File: src/rtl/mcsg_pkg.sv
// ----------------------------------------------------------------------------
// mcsg_pkg
// Types, codes and reset values shared by the motor command safety gate.
// ----------------------------------------------------------------------------
package mcsg_pkg;

    localparam int unsigned TIME_W    = 48;
    localparam int unsigned EPOCH_W   = 32;
    localparam int unsigned FRAME_W   = 64;
    localparam int unsigned TMO_W     = 16;
    localparam int unsigned MODE_W    = 2;
    localparam int unsigned CFG_IDX_W = 2;
    localparam int unsigned CFG_DATA_W = 16;

    localparam logic [2:0] FUNC_FEEDBACK = 3'd0;
    localparam logic [2:0] FUNC_STAGE    = 3'd1;
    localparam logic [2:0] FUNC_ARM      = 3'd2;
    localparam logic [2:0] FUNC_STOP     = 3'd3;
    localparam logic [2:0] FUNC_CLEAR    = 3'd4;
    localparam logic [2:0] FUNC_SNAPSHOT = 3'd5;
    localparam logic [2:0] FUNC_QUERY    = 3'd6;

    localparam logic [2:0] ST_OK       = 3'd0;
    localparam logic [2:0] ST_INVALID  = 3'd1;
    localparam logic [2:0] ST_NOTSUP   = 3'd2;
    localparam logic [2:0] ST_DENIED   = 3'd3;
    localparam logic [2:0] ST_LINKDOWN = 3'd4;
    localparam logic [2:0] ST_STALE    = 3'd5;
    localparam logic [2:0] ST_BUSY     = 3'd6;

    localparam logic [1:0] MOTOR_OFFLINE = 2'd0;
    localparam logic [1:0] MOTOR_FAULT   = 2'd1;
    localparam logic [1:0] MOTOR_READY   = 2'd2;

    localparam logic [CFG_IDX_W-1:0] CFG_CONTROL_MODE = 2'd0;
    localparam logic [CFG_IDX_W-1:0] CFG_FB_TIMEOUT   = 2'd1;
    localparam logic [CFG_IDX_W-1:0] CFG_CMD_TIMEOUT  = 2'd2;

    localparam logic [MODE_W-1:0] RST_CONTROL_MODE = 2'd0;
    localparam logic [TMO_W-1:0]  RST_FB_TIMEOUT   = 16'd100;
    localparam logic [TMO_W-1:0]  RST_CMD_TIMEOUT  = 16'd50;

    typedef struct packed {
        logic [2:0]         func;
        logic [TIME_W-1:0]  now_ms;
        logic               fb_fault;
        logic               fb_disabled;
        logic [MODE_W-1:0]  cmd_mode;
        logic [EPOCH_W-1:0] epoch;
        logic [FRAME_W-1:0] payload;
        logic               latch_request;
        logic [TIME_W-1:0]  recovery_start_ms;
    } t_in_item;

    typedef struct packed {
        logic [2:0]         status;
        logic [FRAME_W-1:0] frame_out;
        logic [1:0]         motor_state;
        logic               recovery_ready;
    } t_out_item;

    typedef struct packed {
        logic [MODE_W-1:0] control_mode;
        logic [TMO_W-1:0]  feedback_timeout_ms;
        logic [TMO_W-1:0]  command_timeout_ms;
    } t_cfg;

endpackage

File: src/rtl/mcsg_cfg_regs.sv
// ----------------------------------------------------------------------------
// mcsg_cfg_regs
// Configuration registers: control mode and the two timeouts.
// ----------------------------------------------------------------------------
module mcsg_cfg_regs (
    input  logic                              i_clk,
    input  logic                              i_rst_n,
    input  logic                              i_cfg_we,
    input  logic [mcsg_pkg::CFG_IDX_W-1:0]    i_cfg_index,
    input  logic [mcsg_pkg::CFG_DATA_W-1:0]   i_cfg_data,
    output mcsg_pkg::t_cfg                    o_cfg
);
    import mcsg_pkg::*;

    t_cfg r_cfg;

    always_ff @(posedge i_clk) begin
        if (!i_rst_n) begin
            r_cfg.control_mode        <= RST_CONTROL_MODE;
            r_cfg.feedback_timeout_ms <= RST_FB_TIMEOUT;
            r_cfg.command_timeout_ms  <= RST_CMD_TIMEOUT;
        end else if (i_cfg_we) begin
            unique case (i_cfg_index)
                CFG_CONTROL_MODE: r_cfg.control_mode        <= i_cfg_data[MODE_W-1:0];
                CFG_FB_TIMEOUT:   r_cfg.feedback_timeout_ms <= i_cfg_data[TMO_W-1:0];
                CFG_CMD_TIMEOUT:  r_cfg.command_timeout_ms  <= i_cfg_data[TMO_W-1:0];
                default: ;
            endcase
        end
    end

    assign o_cfg = r_cfg;

endmodule

File: src/rtl/mcsg_core.sv
// ----------------------------------------------------------------------------
// mcsg_core
// Gate state and per-event decision logic; state advances on each fired item.
// ----------------------------------------------------------------------------
module mcsg_core (
    input  logic                i_clk,
    input  logic                i_rst_n,
    input  logic                i_fire,
    input  mcsg_pkg::t_in_item  i_item,
    input  mcsg_pkg::t_cfg      i_cfg,
    output mcsg_pkg::t_out_item o_result
);
    import mcsg_pkg::*;

    logic [TIME_W-1:0]  r_last_fb_ms,   n_last_fb_ms;
    logic               r_drive_fault,  n_drive_fault;
    logic               r_drive_dis,    n_drive_dis;
    logic               r_fault_hold,   n_fault_hold;
    logic               r_armed,        n_armed;
    logic [EPOCH_W-1:0] r_arm_epoch,    n_arm_epoch;
    logic [EPOCH_W-1:0] r_cmd_epoch,    n_cmd_epoch;
    logic [TIME_W-1:0]  r_cmd_stamp_ms, n_cmd_stamp_ms;
    logic               r_cmd_valid,    n_cmd_valid;
    logic [FRAME_W-1:0] r_cmd_frame,    n_cmd_frame;

    logic [TIME_W:0] fb_age;
    logic [TIME_W:0] cmd_age;
    logic            fresh;
    logic            cmd_young;
    logic            any_fault;
    t_out_item       res;

    assign fb_age  = {1'b0, i_item.now_ms} - {1'b0, r_last_fb_ms};
    assign cmd_age = {1'b0, i_item.now_ms} - {1'b0, r_cmd_stamp_ms};
    assign fresh = (r_last_fb_ms != '0) && !fb_age[TIME_W] &&
                   (fb_age[TIME_W-1:0] <= {{(TIME_W-TMO_W){1'b0}}, i_cfg.feedback_timeout_ms});
    assign cmd_young = (r_cmd_stamp_ms != '0) && !cmd_age[TIME_W] &&
                   (cmd_age[TIME_W-1:0] <= {{(TIME_W-TMO_W){1'b0}}, i_cfg.command_timeout_ms});
    assign any_fault = r_fault_hold || r_drive_fault;

    always_comb begin
        n_last_fb_ms    = r_last_fb_ms;
        n_drive_fault   = r_drive_fault;
        n_drive_dis     = r_drive_dis;
        n_fault_hold    = r_fault_hold;
        n_armed         = r_armed;
        n_arm_epoch     = r_arm_epoch;
        n_cmd_epoch     = r_cmd_epoch;
        n_cmd_stamp_ms  = r_cmd_stamp_ms;
        n_cmd_valid     = r_cmd_valid;
        n_cmd_frame     = r_cmd_frame;
        res             = '0;
        res.status      = ST_OK;
        unique case (i_item.func)
            FUNC_FEEDBACK: begin
                if (i_item.now_ms == '0) begin
                    res.status = ST_INVALID;
                end else begin
                    n_drive_fault = i_item.fb_fault;
                    n_drive_dis   = i_item.fb_disabled && !i_item.fb_fault;
                    n_last_fb_ms  = i_item.now_ms;
                    if (i_item.fb_fault) begin
                        n_fault_hold = 1'b1;
                        n_armed      = 1'b0;
                        n_arm_epoch  = '0;
                        n_cmd_valid  = 1'b0;
                    end
                end
            end
            FUNC_STAGE: begin
                if (i_item.cmd_mode != i_cfg.control_mode) begin
                    res.status = ST_NOTSUP;
                end else if (!r_armed || r_arm_epoch == '0) begin
                    res.status = ST_DENIED;
                end else if (any_fault || !fresh) begin
                    res.status = ST_LINKDOWN;
                end else begin
                    n_cmd_frame    = i_item.payload;
                    n_cmd_stamp_ms = i_item.now_ms;
                    n_cmd_epoch    = r_arm_epoch;
                    n_cmd_valid    = 1'b1;
                end
            end
            FUNC_ARM: begin
                if (i_item.epoch == '0 || i_item.now_ms == '0) begin
                    res.status = ST_INVALID;
                end else begin
                    n_cmd_frame    = i_item.payload;
                    n_cmd_stamp_ms = i_item.now_ms;
                    n_cmd_epoch    = i_item.epoch;
                    n_arm_epoch    = i_item.epoch;
                    n_cmd_valid    = 1'b1;
                    n_armed        = 1'b1;
                end
            end
            FUNC_STOP: begin
                n_armed        = 1'b0;
                n_arm_epoch    = '0;
                n_cmd_epoch    = '0;
                n_cmd_stamp_ms = '0;
                n_cmd_valid    = 1'b0;
                if (i_item.latch_request) begin
                    n_fault_hold = 1'b1;
                end
            end
            FUNC_CLEAR: begin
                n_fault_hold = 1'b0;
                n_armed      = 1'b0;
                n_arm_epoch  = '0;
            end
            FUNC_SNAPSHOT: begin
                if (i_item.epoch == '0) begin
                    res.status = ST_INVALID;
                end else if (!r_armed || any_fault) begin
                    res.status = ST_DENIED;
                end else if (!r_cmd_valid || r_arm_epoch != i_item.epoch ||
                             r_cmd_epoch != i_item.epoch) begin
                    res.status = ST_STALE;
                end else if (!fresh) begin
                    res.status = ST_LINKDOWN;
                end else if (!cmd_young) begin
                    res.status = ST_STALE;
                end else begin
                    res.frame_out = r_cmd_frame;
                end
            end
            FUNC_QUERY: begin
                if (any_fault || !fresh) begin
                    res.status = ST_LINKDOWN;
                end else if (!r_drive_dis) begin
                    res.status = ST_BUSY;
                end
                if (r_last_fb_ms == '0) begin
                    res.motor_state = MOTOR_OFFLINE;
                end else if (any_fault) begin
                    res.motor_state = MOTOR_FAULT;
                end else if (fresh) begin
                    res.motor_state = MOTOR_READY;
                end else begin
                    res.motor_state = MOTOR_OFFLINE;
                end
                res.recovery_ready = (i_item.recovery_start_ms != '0) && fresh &&
                                     (r_last_fb_ms > i_item.recovery_start_ms) &&
                                     r_drive_dis;
            end
            default: begin
                res.status = ST_INVALID;
            end
        endcase
    end

    always_ff @(posedge i_clk) begin
        if (!i_rst_n) begin
            r_last_fb_ms    <= '0;
            r_drive_fault   <= 1'b0;
            r_drive_dis     <= 1'b0;
            r_fault_hold    <= 1'b0;
            r_armed         <= 1'b0;
            r_arm_epoch     <= '0;
            r_cmd_epoch     <= '0;
            r_cmd_stamp_ms  <= '0;
            r_cmd_valid     <= 1'b0;
            r_cmd_frame     <= '0;
        end else if (i_fire) begin
            r_last_fb_ms    <= n_last_fb_ms;
            r_drive_fault   <= n_drive_fault;
            r_drive_dis     <= n_drive_dis;
            r_fault_hold    <= n_fault_hold;
            r_armed         <= n_armed;
            r_arm_epoch     <= n_arm_epoch;
            r_cmd_epoch     <= n_cmd_epoch;
            r_cmd_stamp_ms  <= n_cmd_stamp_ms;
            r_cmd_valid     <= n_cmd_valid;
            r_cmd_frame     <= n_cmd_frame;
        end
    end

    assign o_result = res;

endmodule

File: src/rtl/motor_command_safety_gate.sv
// ----------------------------------------------------------------------------
// motor_command_safety_gate
// Safety gate for a motor driven by periodic command frames.
//
// Input channel (i_in_valid / o_in_stall / i_in_item) carries one event per
// item: feedback, stage, arm, stop, clear fault, snapshot or query, each
// stamped with the current time. Output channel (o_out_valid / i_out_stall /
// o_out_item) returns exactly one result item per event, in order.
// An item lands in an input register, is decided combinationally against the
// gate state, and its result is held in an output register, which raises
// o_out_valid; throughput one item per cycle while the receiver does not stall.
// While the receiver stalls, the result holds and the input register fills;
// o_in_stall rises once both are occupied, and nothing is lost.
// Configuration writes (i_cfg_we / i_cfg_index / i_cfg_data) take effect at
// the next edge. Synchronous reset restores register defaults (mode 0,
// feedback timeout 100, command timeout 50), disarms, clears faults and
// feedback history, and empties both pipeline registers.
// ----------------------------------------------------------------------------
module motor_command_safety_gate (
    input  logic                            i_clk,
    input  logic                            i_rst_n,
    input  logic                            i_in_valid,
    output logic                            o_in_stall,
    input  mcsg_pkg::t_in_item              i_in_item,
    output logic                            o_out_valid,
    input  logic                            i_out_stall,
    output mcsg_pkg::t_out_item             o_out_item,
    input  logic                            i_cfg_we,
    input  logic [mcsg_pkg::CFG_IDX_W-1:0]  i_cfg_index,
    input  logic [mcsg_pkg::CFG_DATA_W-1:0] i_cfg_data
);
    import mcsg_pkg::*;

    t_cfg      cfg;
    t_out_item result;
    t_in_item  r_in_item;
    logic      r_in_valid;
    t_out_item r_out_item;
    logic      r_out_valid;
    logic      advance;
    logic      take_in;

    assign advance    = r_in_valid && (!r_out_valid || !i_out_stall);
    assign o_in_stall = r_in_valid && !advance;
    assign take_in    = i_in_valid && !o_in_stall;

    mcsg_cfg_regs u_cfg (
        .i_clk       (i_clk),
        .i_rst_n     (i_rst_n),
        .i_cfg_we    (i_cfg_we),
        .i_cfg_index (i_cfg_index),
        .i_cfg_data  (i_cfg_data),
        .o_cfg       (cfg)
    );

    mcsg_core u_core (
        .i_clk    (i_clk),
        .i_rst_n  (i_rst_n),
        .i_fire   (advance),
        .i_item   (r_in_item),
        .i_cfg    (cfg),
        .o_result (result)
    );

    always_ff @(posedge i_clk) begin
        if (!i_rst_n) begin
            r_in_valid  <= 1'b0;
            r_out_valid <= 1'b0;
        end else begin
            if (take_in) begin
                r_in_valid <= 1'b1;
            end else if (advance) begin
                r_in_valid <= 1'b0;
            end
            if (advance) begin
                r_out_valid <= 1'b1;
            end else if (!i_out_stall) begin
                r_out_valid <= 1'b0;
            end
        end
    end

    always_ff @(posedge i_clk) begin
        if (take_in) begin
            r_in_item <= i_in_item;
        end
        if (advance) begin
            r_out_item <= result;
        end
    end

    assign o_out_valid = r_out_valid;
    assign o_out_item  = r_out_item;

endmodule
File: config.mk
export PLATFORM = sky130hd
export DESIGN_NAME = motor_command_safety_gate
export DESIGN_NICKNAME = d
export VERILOG_FILES = /design/src/rtl/mcsg_pkg.sv /design/src/rtl/mcsg_cfg_regs.sv /design/src/rtl/mcsg_core.sv /design/src/rtl/motor_command_safety_gate.sv
export SDC_FILE = /design/constraint.sdc
export NUM_CORES = 1
export LEC_CHECK = 0
export ABC_AREA = 1
export BUFFER_PORTS_ARGS = -buffer_cell sky130_fd_sc_hd__buf_4
export CAP_MARGIN = 5
export CORE_MARGIN = 2
export CORE_UTILIZATION = 45
export CTS_BUF_LIST = sky130_fd_sc_hd__clkbuf_2
export CTS_CLUSTER_DIAMETER = 120
export DETAILED_ROUTE_END_ITERATION = 12
export PLACE_DENSITY_LB_ADDON = 0.12
export SYNTH_ARGS = -nofsm -noshare
export SYNTH_HDL_FRONTEND = slang
export SYNTH_SLANG_ARGS = --single-unit
File: constraint.sdc
create_clock -name i_clk -period 6.8 [get_ports i_clk]
set_input_delay 0.68 -clock i_clk [delete_from_list [all_inputs] [get_ports i_clk]]
set_output_delay 0.68 -clock i_clk [all_outputs]
set_load 0.03 [all_outputs]
-- Word level (Yosys, flattened, before mapping)
Cells that the tools add are included.
- register bits after elaboration: 535
- output and inout bits: 72
- logic and storage cells: 164
- $add $sub $neg: 2
- $lt $le $gt $ge: 3
- equal/unequal tests: 19
- mux-type cells: 49
- bitwise gates (word level): 5
- reduce and logical (&&, ||, !) cells: 57
- operators with widths (cell ; number):
    2-to-1 mux 64 bit ; 4
    2-to-1 mux 32 bit ; 6
    2-to-1 mux 48 bit ; 4
    case mux 32 bit (3 select lines) ; 2
    case mux 48 bit (3 select lines) ; 1
    nonzero test 48 bit ; 3
    case mux 64 bit (2 select lines) ; 1
    subtractor 48 x 48 -> 49 bit ; 2
    less-or-equal comparator 48 x 16 -> 1 bit ; 2
    logical NOT 48 bit ; 2
    logical NOT 32 bit ; 2
    != test 32 bit ; 2
    > comparator 48 bit ; 1
    2-to-1 mux 3 bit ; 10
    case mux 3 bit (6 select lines) ; 1
    2-to-1 mux 1 bit ; 16
    != test 2 bit, second input constant ; 7
    AND reduction 6 bit ; 2
    logical AND 1 bit ; 11
    logical NOT 1 bit ; 10
    AND reduction 5 bit ; 2
    == test 3 bit, second input constant ; 3
    nonzero test 3 bit ; 3
    logical OR 1 bit ; 8
    other kinds (20) ; 30

-- Logic depth before layout (Yosys ltp)
- depth in word-level cells: 10
- gate-level depth with buffers: 31
- mapped depth without buffers: 29

-- Hierarchy
A second synthesis with hierarchy kept.
- cell total of the unflattened synthesis: 4300
- area, all modules: 31437.7 sq um
- modules (own cells, without submodules) (module ; instances ; cells an instance ; area an instance (sq um) ; seq. area each (sq um)):
    mcsg_core ; 1 ; 3805 ; 21800.9 ; 4584.4
    motor_command_safety_gate ; 1 ; 283 ; 8202.9 ; 8147.8
    mcsg_cfg_regs ; 1 ; 212 ; 1433.9 ; 680.7

-- Worst setup path after synthesis
Ideal clock, no wire load.
- path type: input-to-reg
- start point: input i_out_stall
- end point: register r_in_item[0] (netlist bit) (enable)
- setup time: 0.552 ns
- arrival: 4.939 ns
- required time: 6.248 ns
- setup slack: 1.308 ns
- stages on the path: 5
- buffers on the path: 0
- cells stage by stage: nand2_1 -> nor2_1 -> inv_1 -> nand2_1 -> inv_1
- word-level cells in the longest chain between the ends: 7
- RTL lines (element ; RTL line ; source):
    from (decl) ; motor_command_safety_gate.sv:26 ; input logic i_out_stall,
    logical NOT 1 bit ; n/a ;
    logical OR 1 bit ; motor_command_safety_gate.sv:43 ; assign advance = r_in_valid && (!r_out_valid || !i_out_stall);
    logical AND 1 bit ; motor_command_safety_gate.sv:43 ;
    logical NOT 1 bit ; motor_command_safety_gate.sv:44 ; assign o_in_stall = r_in_valid && !advance;
    logical AND 1 bit ; motor_command_safety_gate.sv:44 ;
    net o_in_stall ; motor_command_safety_gate.sv:23 ; output logic o_in_stall,
    logical NOT 1 bit ; motor_command_safety_gate.sv:45 ; assign take_in = i_in_valid && !o_in_stall;
    logical AND 1 bit ; motor_command_safety_gate.sv:45 ;
    net take_in ; motor_command_safety_gate.sv:41 ; logic take_in;
    to (signal assigned) ; motor_command_safety_gate.sv:85 ; r_in_item <= i_in_item;
    to (decl) ; motor_command_safety_gate.sv:36 ; t_in_item r_in_item;
The timed path passes the listed nets, and every way through them passes these cells.
A chain may end at the register's enable or synchronous reset.

-- Worst setup path in the final report
- start point: register r_in_item[150] (netlist bit)
- end point: register u_core.r_cmd_frame[18]
- word-level cells in the longest chain between the ends: 8
- RTL lines (element ; RTL line ; source):
    parallel branches: the longest is 7 deep, another holds subtractor 48 x 48 -> 49 bit ; n/a ;
    AND reduction 6 bit (no line) * ; n/a ;
    to (signal assigned) ; mcsg_core.sv:174 ; r_cmd_frame <= n_cmd_frame;
    to (decl) ; mcsg_core.sv:24 ; logic [FRAME_W-1:0] r_cmd_frame, n_cmd_frame;
Mark *: on every way between the ends.

==> impl_metrics.env <==
export IMPL_status="finished clean"
export IMPL_final_net_count=5526
export IMPL_synthToLayoutAreaGrowth_pct=28.27
export IMPL_num_io_pins=295
export IMPL_vias=31050
export IMPL_irDropWorstVdd_v=0.0001568
export IMPL_cp_slowest_cell="fa_1"
export IMPL_switching_share=0.3385
export IMPL_routed_wirelength_um=104100
export IMPL_cp_max_fo=88
export IMPL_period_share=0.7578
export IMPL_avgSynthCellArea_um2=7.238
export IMPL_grt_pass1_wl_um=161500
export IMPL_maxSlewHeadroom=0.2811
export IMPL_die_w_um=268.3
export IMPL_final_common_cell="nand2_1"
export IMPL_dpl_worst_slack_ps=1723
export IMPL_crit_required_ps=8060
export IMPL_rrSetupSlack_ps=1650
export IMPL_async_flop_share=0
export IMPL_syn_area_um2=31430
export IMPL_r2r_start="r_in_item[150]"
export IMPL_fin_cells=6186
export IMPL_crit_type="reg2reg"
export IMPL_ys_types=49
export IMPL_final_cell_mix="nand2_1, inv_1, nor2_1"
export IMPL_fin_skew_ps=95.74
export IMPL_globalRoute_totalOverflow=0
export IMPL_postPlaceCellArea_um2=34480
export IMPL_post_drt_wl_per_cell_um=16.83
export IMPL_gp_congestion=0.9678
export IMPL_hold_path_startpoint="i_in_item[50]"
export IMPL_drc=0
export IMPL_synth_edf_count=270
export IMPL_final_area_um2=40310
export IMPL_critPathArrivalTime_ps=6410
export IMPL_critPathLaunch="r_in_item[150]"
export IMPL_cts_buffer_depth=3
export IMPL_synthCells=4342
export IMPL_min_period_ps=5153
export IMPL_max_clock_freq_ghz=0.1941
export IMPL_dpl_hpwl_um=72820
export IMPL_pwr_share_comb=0.220
export IMPL_drive_gt1_frac=0.1180
export IMPL_seqPwrFrac=0.466
export IMPL_report_final_slew_viol_count=0
export IMPL_start_util=0.4566
export IMPL_std_cell_rows=96
export IMPL_ys_seq_elements=535
export IMPL_io_buffer_count=294
export IMPL_dr_pass1_iters=6
export IMPL_utilization=0.5858
export IMPL_end_kind="register"
export IMPL_coreArea_um2=68830
export IMPL_clock_root_buffer="clkbuf_2"
export IMPL_grt_pass1_vias=29910
export IMPL_placed_cells=5469
export IMPL_rsz0062_at_grt="no"
export IMPL_clkPwrFrac=0.313
export IMPL_p_sw_mw=2.669
export IMPL_ant_nets=0
export IMPL_cp_start_kind="register"
export IMPL_p_int_mw=5.216
export IMPL_fin_hold_ws_ps=117.9
export IMPL_maxCapViolations=0
export IMPL_cp_common_cell="nand2_1"
export IMPL_grt_use_total=0.2877
export IMPL_power_density_nw_per_um2=195.6
export IMPL_cp_slowest_stage_delay_ps=500
export IMPL_cts_buffers=148
export IMPL_hold_viol=0
export IMPL_fillerInstances=6491
export IMPL_viasPerCell=5.020
export IMPL_die_h_um=268.3
export IMPL_p_leak_nw=18.93
export IMPL_setup_viol=0
export IMPL_yosys_most_used_dff="edfxtp_1"
export IMPL_cts_reportedPaths_clkPinSlew_ps=100
export IMPL_seq_area_frac_synth=0.4268
export IMPL_worstHoldPathType="in2reg"
export IMPL_cts_tree="yes"
export IMPL_antenna_found_initial=2
export IMPL_cts_max_level=4
export IMPL_yosysWarnings=0
export IMPL_cts_sinks=535
export IMPL_grt_max_degree=142
export IMPL_drtIter0Drc=2605
export IMPL_p_total_mw=7.885
export IMPL_tightest_slew_ps=1078
export IMPL_final_setup_worst_slack_ps=1647
export IMPL_tns_ps=0
export IMPL_design_die_area_um2=71970
export IMPL_syn_nets=4743
export IMPL_clock_latency_ps=1390
[layout make-up]
| cell class | count | area (µm²) | area share |
|---|---|---|---|
| tap | 931 | 1165 | 0.02889 |
| antenna | 8 | 20.02 | 0.0004966 |
| clock inverter | 34 | 247.7 | 0.006145 |
| timing repair buffer | 746 | 6723 | 0.1668 |
| multi-input combinational | 2951 | 14750 | 0.3660 |
| clock buffer | 238 | 1191 | 0.02955 |
| inverter | 743 | 2801 | 0.06949 |
| sequential | 535 | 13410 | 0.3327 |
[kinds of logic (layout without fill, tap and decap cells)]
logic type,after synthesis,after routing,synth area share
XOR/XNOR,53,53,0.01477
other,0,8,0
AO/OA/AOI/OAI,521,521,0.09009
AND/OR/NAND/NOR,2199,2199,0.2921
buffers and inverters,856,1761,0.1050
adder cells (fa/ha/maj),178,178,0.07134
flip-flops,535,535,0.4268
[metal layers]
| metal | share of wire | track usage | wire length [µm] | vias to the layer above |
|---|---|---|---|---|
| met5 | 0 | 0 | 0 | - |
| met4 | 0.026 | 0.09512 | 2715 | 0 |
| met3 | 0.065 | 0.04682 | 6743 | 181 |
| met2 | 0.45 | 0.4662 | 47330 | 1017 |
| met1 | 0.45 | 0.3910 | 47310 | 14160 |
| li1 | - | - | - | 15700 |
[sequential cells by signal (all words and copies together), names as in the netlist]
signal                 count
u_core.r_drive_dis         1
u_core.r_cmd_stamp_ms     48
u_core.r_arm_epoch        32
o_out_item                70
u_core.r_drive_fault       1
u_core.r_last_fb_ms       48
r_in_valid                 1
u_core.r_armed             1
u_cfg.o_cfg               34
o_out_valid                1
u_core.r_cmd_frame        64
u_core.r_fault_hold        1
r_in_item                200
u_core.r_cmd_valid         1
u_core.r_cmd_epoch        32
[synthesized netlist by cell type, drive strengths merged, types with 6 or more instances]
cell     number  share of area
o21ai       174          0.028
nand3       136          0.022
xnor2        10         0.0028
a21oi       265          0.042
xor2         43          0.012
o211ai       13         0.0031
nand3b       17         0.0041
nand2      1077           0.13
o21bai       16         0.0038
inv         740          0.088
edfxtp      270           0.26
nor4         66          0.013
clkbuf       69         0.0082
buf          44         0.0080
nor2        683          0.082
a211oi        7         0.0017
nor3         49         0.0080
a21o          6         0.0014
dfxtp       265           0.17
a2111oi       6         0.0017
nand4       145          0.029
or2           8         0.0016
o2111ai       9         0.0025
ha          176          0.070
[power groups by stage]
stage | registers (mW) | logic, mW | clock network, mW
floorplan | 3.75 | 0.968 | 0
global placement | 3.75 | 1.50 | 0
detailed placement | 3.75 | 1.50 | 0
CTS | 3.67 | 1.71 | 2.54
global route | 3.69 | 1.94 | 2.72
finish | 3.68 | 1.74 | 2.47
[repair_timing]
action | 4_1_cts | 5_1_grt
setup buffers | 0 | 0
hold buffers | 437 | 0
gates resized for setup | 0 | 0
hold endpoints to repair | 366 | 0
[critical path: cells and delay by family, from the launching register on]
family | cells | cell delay [ps]
AND/OR/NAND/NOR | 22 | 2700
XOR/XNOR | 1 | 90
buffers and inverters | 4 | 1000
flip-flops | 1 | 490
adder cells (fa/ha/maj) | 2 | 780
[worst paths after layout]
path / end / depth (start not counted)
worst max-delay path: u_core.r_cmd_frame[18] / 29
worst min-delay path: r_in_item[50] / 2
worst max register to register: u_core.r_cmd_frame[18] / 29
worst min register to register: u_core.r_cmd_frame[1] / 2
Power figures use the tool's default switching activity.
